**src/hw/rtl/mft_pkg.sv**
```systemverilog
// Shared types and constants for the Manchester frame transmitter.
`default_nettype none
package mft_pkg;

    localparam int unsigned CfgIdxW  = 2;
    localparam int unsigned CountW   = 3;
    localparam int unsigned ByteW    = 8;
    localparam int unsigned BitIdxW  = 3;

    localparam logic [CfgIdxW-1:0] CFG_PREAMBLE_COUNT = 2'd0;
    localparam logic [CfgIdxW-1:0] CFG_PREAMBLE_VALUE = 2'd1;
    localparam logic [CfgIdxW-1:0] CFG_SYNC_VALUE     = 2'd2;

    localparam logic [CountW-1:0] PREAMBLE_COUNT_RST = 3'd4;
    localparam logic [CountW-1:0] PREAMBLE_MAX       = 3'd5;
    localparam logic [ByteW-1:0]  PREAMBLE_VALUE_RST = 8'hFF;
    localparam logic [ByteW-1:0]  SYNC_VALUE_RST     = 8'h7F;
    localparam logic [BitIdxW-1:0] LAST_BIT          = 3'd7;

    typedef enum logic [4:0] {
        ST_IDLE  = 5'b00001,
        ST_PRE   = 5'b00010,
        ST_SYNC  = 5'b00100,
        ST_DATA  = 5'b01000,
        ST_TRAIL = 5'b10000
    } t_state;

    typedef struct packed {
        logic first_half;
        logic second_half;
        logic half_only;
        logic run_end;
    } t_cell;

    typedef struct packed {
        logic [CountW-1:0] preamble_count;
        logic [ByteW-1:0]  preamble_value;
        logic [ByteW-1:0]  sync_value;
    } t_cfg;

endpackage
`default_nettype wire

```
**src/hw/rtl/mft_ctrl.sv**
```systemverilog
// Frame sequencer and bit serialiser: one Manchester cell per cycle while the output is free.
`default_nettype none
module mft_ctrl (
    input  wire logic                        i_clk,
    input  wire logic                        i_rst_n,
    input  wire mft_pkg::t_cfg               i_cfg,
    input  wire logic                        i_in_valid,
    output logic                             o_in_ready,
    input  wire logic [mft_pkg::ByteW-1:0]   i_data_byte,
    input  wire logic                        i_first_of_frame,
    input  wire logic                        i_last_of_frame,
    input  wire logic                        i_out_free,
    output logic                             o_cell_load,
    output mft_pkg::t_cell                   o_cell
);
    import mft_pkg::*;

    t_state             r_state, n_state;
    logic [ByteW-1:0]   r_shift, n_shift;
    logic [ByteW-1:0]   r_data, n_data;
    logic               r_last, n_last;
    logic [BitIdxW-1:0] r_bitcnt, n_bitcnt;
    logic [CountW-1:0]  r_precnt, n_precnt;
    logic [CountW-1:0]  pre_cnt;
    logic               accept;
    logic               adv;
    logic               byte_done;

    // counts of six and seven behave as five
    assign pre_cnt    = (i_cfg.preamble_count > PREAMBLE_MAX) ? PREAMBLE_MAX
                                                              : i_cfg.preamble_count;
    assign o_in_ready = (r_state == ST_IDLE);
    assign accept     = i_in_valid && o_in_ready;
    assign adv        = (r_state != ST_IDLE) && i_out_free;
    assign byte_done  = (r_bitcnt == LAST_BIT);
    assign o_cell_load = adv;

    always_comb begin
        o_cell = '0;
        if (r_state == ST_TRAIL) begin
            o_cell.first_half  = r_data[ByteW-1];
            o_cell.second_half = 1'b1;
            o_cell.half_only   = 1'b1;
            o_cell.run_end     = 1'b1;
        end else begin
            o_cell.first_half  = r_shift[0];
            o_cell.second_half = ~r_shift[0];
            o_cell.half_only   = 1'b0;
            o_cell.run_end     = (r_state == ST_DATA) && byte_done && !r_last;
        end
    end

    always_comb begin
        n_state  = r_state;
        n_shift  = r_shift;
        n_data   = r_data;
        n_last   = r_last;
        n_bitcnt = r_bitcnt;
        n_precnt = r_precnt;
        case (r_state)
            ST_IDLE: begin
                if (accept) begin
                    n_data   = i_data_byte;
                    n_last   = i_last_of_frame;
                    n_bitcnt = '0;
                    if (i_first_of_frame && (pre_cnt != '0)) begin
                        n_state  = ST_PRE;
                        n_shift  = i_cfg.preamble_value;
                        n_precnt = pre_cnt - 1'b1;
                    end else if (i_first_of_frame) begin
                        n_state = ST_SYNC;
                        n_shift = i_cfg.sync_value;
                    end else begin
                        n_state = ST_DATA;
                        n_shift = i_data_byte;
                    end
                end
            end
            ST_PRE, ST_SYNC, ST_DATA: begin
                if (adv) begin
                    n_shift  = {1'b0, r_shift[ByteW-1:1]};
                    n_bitcnt = r_bitcnt + 1'b1;
                    if (byte_done) begin
                        case (r_state)
                            ST_PRE: begin
                                if (r_precnt == '0) begin
                                    n_state = ST_SYNC;
                                    n_shift = i_cfg.sync_value;
                                end else begin
                                    n_shift  = i_cfg.preamble_value;
                                    n_precnt = r_precnt - 1'b1;
                                end
                            end
                            ST_SYNC: begin
                                n_state = ST_DATA;
                                n_shift = r_data;
                            end
                            default: begin
                                n_state = r_last ? ST_TRAIL : ST_IDLE;
                            end
                        endcase
                    end
                end
            end
            ST_TRAIL: begin
                if (adv) begin
                    n_state = ST_IDLE;
                end
            end
            default: begin
                n_state = ST_IDLE;
            end
        endcase
    end

    always_ff @(posedge i_clk) begin
        if (!i_rst_n) begin
            r_state <= ST_IDLE;
        end else begin
            r_state <= n_state;
        end
        r_shift  <= n_shift;
        r_data   <= n_data;
        r_last   <= n_last;
        r_bitcnt <= n_bitcnt;
        r_precnt <= n_precnt;
    end

endmodule
`default_nettype wire

```
**src/hw/rtl/mft_obuf.sv**
```systemverilog
// Output register holding one cell beat until the receiver takes it.
`default_nettype none
module mft_obuf (
    input  wire logic           i_clk,
    input  wire logic           i_rst_n,
    input  wire logic           i_load,
    input  wire mft_pkg::t_cell i_cell,
    output logic                o_free,
    output logic                o_valid,
    input  wire logic           i_ready,
    output mft_pkg::t_cell      o_cell
);
    import mft_pkg::*;

    logic  r_valid;
    t_cell r_cell;

    assign o_free  = !r_valid || i_ready;
    assign o_valid = r_valid;
    assign o_cell  = r_cell;

    always_ff @(posedge i_clk) begin
        if (!i_rst_n) begin
            r_valid <= 1'b0;
        end else if (o_free) begin
            r_valid <= i_load;
        end
        if (o_free && i_load) begin
            r_cell <= i_cell;
        end
    end

endmodule
`default_nettype wire

```
**src/hw/rtl/manchester_frame_transmitter_top.sv**
```systemverilog
// Manchester frame transmitter: top level with configuration registers.
//
// Input channel (i_in_valid/o_in_ready) takes one frame byte per beat with
// first/last marks. Output channel (o_out_valid/i_out_ready) gives one
// Manchester cell per beat, LSB first; a one is high-low, a zero low-high.
// A first byte is preceded by preamble_count fill bytes (6 and 7 act as 5)
// and the sync byte; a last byte is followed by a half-bit trailer cell.
// run_end flags the final cell of each input byte.
// Cells per byte: 8, plus 8*(count+1) on a first byte, plus 1 on a last.
// First cell passes through the shift register and the output register before
// it is visible; cells then leave one per cycle from the shift register while
// the receiver keeps taking them. o_in_ready rises again in the same cycle as
// the final cell is registered into the output register.
// A stalled receiver holds the output register and freezes the serialiser;
// nothing is dropped. Reset empties the output, returns the sequencer to
// idle and loads count 4, fill 0xFF, sync 0x7F. Configuration writes
// (i_cfg_we, i_cfg_idx, i_cfg_data) take effect at once; index 3 is ignored.
`default_nettype none
module manchester_frame_transmitter_top (
    input  wire logic                          i_clk,
    input  wire logic                          i_rst_n,
    input  wire logic                          i_cfg_we,
    input  wire logic [mft_pkg::CfgIdxW-1:0]   i_cfg_idx,
    input  wire logic [mft_pkg::ByteW-1:0]     i_cfg_data,
    input  wire logic                          i_in_valid,
    output logic                               o_in_ready,
    input  wire logic [mft_pkg::ByteW-1:0]     i_data_byte,
    input  wire logic                          i_first_of_frame,
    input  wire logic                          i_last_of_frame,
    output logic                               o_out_valid,
    input  wire logic                          i_out_ready,
    output logic                               o_first_half,
    output logic                               o_second_half,
    output logic                               o_half_only,
    output logic                               o_run_end
);
    import mft_pkg::*;

    t_cfg  r_cfg;
    t_cell ctrl_cell;
    t_cell out_cell;
    logic  cell_load;
    logic  out_free;

    always_ff @(posedge i_clk) begin
        if (!i_rst_n) begin
            r_cfg.preamble_count <= PREAMBLE_COUNT_RST;
            r_cfg.preamble_value <= PREAMBLE_VALUE_RST;
            r_cfg.sync_value     <= SYNC_VALUE_RST;
        end else if (i_cfg_we) begin
            case (i_cfg_idx)
                CFG_PREAMBLE_COUNT: r_cfg.preamble_count <= i_cfg_data[CountW-1:0];
                CFG_PREAMBLE_VALUE: r_cfg.preamble_value <= i_cfg_data;
                CFG_SYNC_VALUE:     r_cfg.sync_value     <= i_cfg_data;
                default: ;
            endcase
        end
    end

    mft_ctrl u_ctrl (
        .i_clk            (i_clk),
        .i_rst_n          (i_rst_n),
        .i_cfg            (r_cfg),
        .i_in_valid       (i_in_valid),
        .o_in_ready       (o_in_ready),
        .i_data_byte      (i_data_byte),
        .i_first_of_frame (i_first_of_frame),
        .i_last_of_frame  (i_last_of_frame),
        .i_out_free       (out_free),
        .o_cell_load      (cell_load),
        .o_cell           (ctrl_cell)
    );

    mft_obuf u_obuf (
        .i_clk   (i_clk),
        .i_rst_n (i_rst_n),
        .i_load  (cell_load),
        .i_cell  (ctrl_cell),
        .o_free  (out_free),
        .o_valid (o_out_valid),
        .i_ready (i_out_ready),
        .o_cell  (out_cell)
    );

    assign o_first_half  = out_cell.first_half;
    assign o_second_half = out_cell.second_half;
    assign o_half_only   = out_cell.half_only;
    assign o_run_end     = out_cell.run_end;

endmodule
`default_nettype wire

```
**config.mk**
```make
export PLATFORM = sky130hd
export DESIGN_NAME = manchester_frame_transmitter_top
export DESIGN_NICKNAME = d
export VERILOG_FILES = /design/src/hw/rtl/mft_pkg.sv /design/src/hw/rtl/mft_ctrl.sv /design/src/hw/rtl/mft_obuf.sv /design/src/hw/rtl/manchester_frame_transmitter_top.sv
export SDC_FILE = /design/constraint.sdc
export NUM_CORES = 1
export LEC_CHECK = 0
export ABC_AREA = 1
export BUFFER_PORTS_ARGS = -buffer_cell sky130_fd_sc_hd__buf_2
export CORE_MARGIN = 10
export CORE_UTILIZATION = 39
export DETAILED_ROUTE_END_ITERATION = 16
export GPL_TIMING_DRIVEN = 0
export HOLD_SLACK_MARGIN = 0.08
export MAX_ROUTING_LAYER = met4
export PLACE_DENSITY_LB_ADDON = 0.3
export RECOVER_POWER = 100
export SKIP_LAST_GASP = 1
export SYNTH_ARGS = -nofsm -noshare
export SYNTH_HDL_FRONTEND = slang
export SYNTH_SLANG_ARGS = --single-unit
```
**constraint.sdc**
```tcl
create_clock -name i_clk -period 3 [get_ports i_clk]
set_input_delay 0.9 -clock i_clk [delete_from_list [all_inputs] [get_ports i_clk]]
set_output_delay 0.9 -clock i_clk [all_outputs]
set_load 0.05 [all_outputs]
```
==> flow_summary.ini <==
[route]
wl_mm = 6.10
ant_nets = 0
dr.first_iter.drc_count = 185
drc = 0
via_per_inst = 5.12
routedWlPerCell_um = 14.5
vias = 2149
first_pass_iters = 5

[timing]
finalMaxSlewViolations = 0
worst_pin_slew_ns = 1.11
hold_ws_ns = 0.508
min_period_ns = 2.60
max_freq_ghz = 0.384
grt_setup_unrepaired = false
period_share_pct = 86.8
hold_viol_final = 0
slew_headroom_pct = 26.2
final-setup-viol-count = 0
skew_ns = 0.00605
tns_ns = 0

[layout]
fin_nets = 370
layout.area.seq_sq_um = 1310
antenna_cells = 0
area_growth_pct = 12.0
fin_cells = 420
multi_input_area_sq_um = 1020
final_area_sq_um = 2880
nFillCells = 664
drive_above_1_share_pct = 10.8

[hold_path]
hold_class = reg -> reg
hp-start = u_obuf.o_valid$_SDFFE_PN0N_

[critical_path]
cp_max_fo = 11
required_ns = 2.93
worstSetupPathType = reg -> reg
endpoint_kind = register
cp_data_arrival_time_ns = 2.53
startpoint = u_ctrl.r_state[2]$_SDFFE_PN0P_
cp-start-kind = register
timing.rr.start = u_ctrl.r_state[2]$_SDFFE_PN0P_

[job]
cap_violations = 0

[synth]
synth.distinct_cells = 34
syn_inst = 305
synth_nets = 333
synthTopCellsByCount = nand2_1, inv_1, nor2_1
post-synth-top-count-cell = nand2_1
synth-compound-area-share_pct = 15.8
yosys.area_share.adder_pct = 1.46
synth.top_cell.area_share_pct = 31.6
synthArstFlopShare_pct = 0
syn_area_sq_um = 2570
synth_edf_count = 27
synth_warnings = 0
ys_seq_area_share_pct = 51.0
synthXorXnorAreaFrac_pct = 0.341
avgSynthCellArea_sq_um = 8.42
synthMuxAreaShare_pct = 0
synth_top_cell_by_area = edfxtp_1
synth-seq-cells = 52
synth_top_family_by_area = simple AND/OR/NAND/NOR gates
synth_area_leaders = edfxtp_1, dfxtp_1, nand2_1
synthSimpleGateAreaFrac_pct = 23.3
synthFlopType = edfxtp_1

[die]
coreArea_sq_um = 6390
fp.dieArea_sq_um = 10200
die_w_um = 101
pin_count = 31
initial_core_util_pct = 40.2
row_count = 29
die_height_um = 101

[status]
status = completed

[clock_network]
cts_buffers = 5
postCtsSetupBuffers = 0
cts.sinks = 52
cts_tree = done
clkTransAtPathRegs_ns = 0.09
h-tree-depth = 2
ctsHoldBuffers = 0
root_buffer = clkbuf_8
post_cts_resized = 0
insertion_delay_ns = 0.31
clock_path_buffers = 2

[global_routing]
busiest_layer = met2
grtUsageMet3_pct = 2.52
grt_pass1_wl_mm = 10.1
grt_pass1_vias = 2086
globalRouteOverflowTotal = 0
met1_usage_pct = 16.8
antenna_found_initial = 0
grt_max_degree = 17
grt.met2_usage_pct = 18.2
track_usage_pct = 12.5

[place]
io_buffers = 30
gp_congestion = 0.898
hpwl_mm = 4.64
postPlaceCellArea_sq_um = 2820
dp_cells = 412

[pwr]
leakage_nw = 1.25
power.density_nw_per_um2 = 874
vdd_ir_drop_max_mv = 0.472
## logic make-up (layout without fill, tap and decap cells)
group	count (synthesis)	in the layout
adders and majority gates	3	3
DFF	52	52
buffers and inverters	54	92
xor gates and xnor gates	1	1
and+or+nand+nor	129	129
AOI/OAI and AO/OA	66	66
## state kept, by name, summed over array words and instances, names as in the netlist
name / count
u_ctrl.r_data: 8
u_ctrl.r_precnt: 3
u_obuf.o_valid: 1
u_obuf.o_cell: 4
u_ctrl.r_shift: 8
u_ctrl.r_bitcnt: 3
r_cfg: 19
u_ctrl.r_state: 5
u_ctrl.r_last: 1
## layer usage
layer | up-vias | wire length [um] | part of all wire (%)
met5 | - | 0 | 0
met4 | 0 | 106 | 1.7
met3 | 9 | 261 | 4.3
met2 | 54 | 2690 | 44
met1 | 979 | 3040 | 50
li1 | 1107 | - | -
## layout make-up
type,count,share of cell area (%)
Clock inverter,2,0.391
Buffer,7,1.00
Timing Repair Buffer,30,4.65
Sequential cell,52,45.6
Tap cell,77,3.35
Clock buffer,6,3.26
Multi-Input combinational cell,199,35.6
Inverter,47,6.13
## layout by cell type (no fill, tap or decap), types with 8 or more instances in the layout
cell type | Yosys | layout
nand3_1 | 15 | 16
clkbuf_1 | 4 | 18
a21oi_1 | 8 | 9
o211ai_1 | 16 | 16
o21ai_1 | 11 | 10
inv_1 | 41 | 43
edfxtp_1 | 27 | 27
buf_2 | 3 | 18
nor2_1 | 29 | 31
dfxtp_1 | 25 | 25
nand4_1 | 8 | 8
o21ai_0 | 19 | 20
nand2_1 | 62 | 63
## worst max-delay path, stage by stage, from the launching register on
cell and delay (ns):
dfxtp_1 0.36, nor2_1 0.28, nand3_2 0.22, nand3_4 0.20
inv_1 0.08, buf_2 0.20, a22oi_1 0.90
## where the power goes
part	switching, W	total, W	internal [W]	leakage (nW)
logic	0.000700	0.000928	0.000228	0.732
registers	0.0000836	0.00114	0.00105	0.463
clock network	0.000236	0.000450	0.000214	0.0566
total	0.00102	0.00252	0.00150	1.25
## worst paths after layout
check	to	slack, ns	cells past startpoint
max	u_ctrl.r_shift[4]$_DFFE_PP_	0.40	6
min	u_obuf.o_valid$_SDFFE_PN0N_	0.51	2
max reg2reg	u_ctrl.r_shift[4]$_DFFE_PP_	0.40	6
min reg2reg	u_obuf.o_valid$_SDFFE_PN0N_	0.51	2
## stage by stage
| stage | utilization, % | worst slack (ns) | power [W] |
|---|---|---|---|
| detailed placement | 44.1 | 0.424 | 0.00212 |
| CTS | 45.7 | 0.420 | 0.00258 |
| finish | 45.0 | 0.397 | 0.00252 |
| global route | 45.0 | 0.171 | 0.00270 |
| global placement | 44.1 | 0.444 | 0.00210 |
| floorplan | - | 0.820 | 0.00187 |
Power figures use the tool's default switching activity.
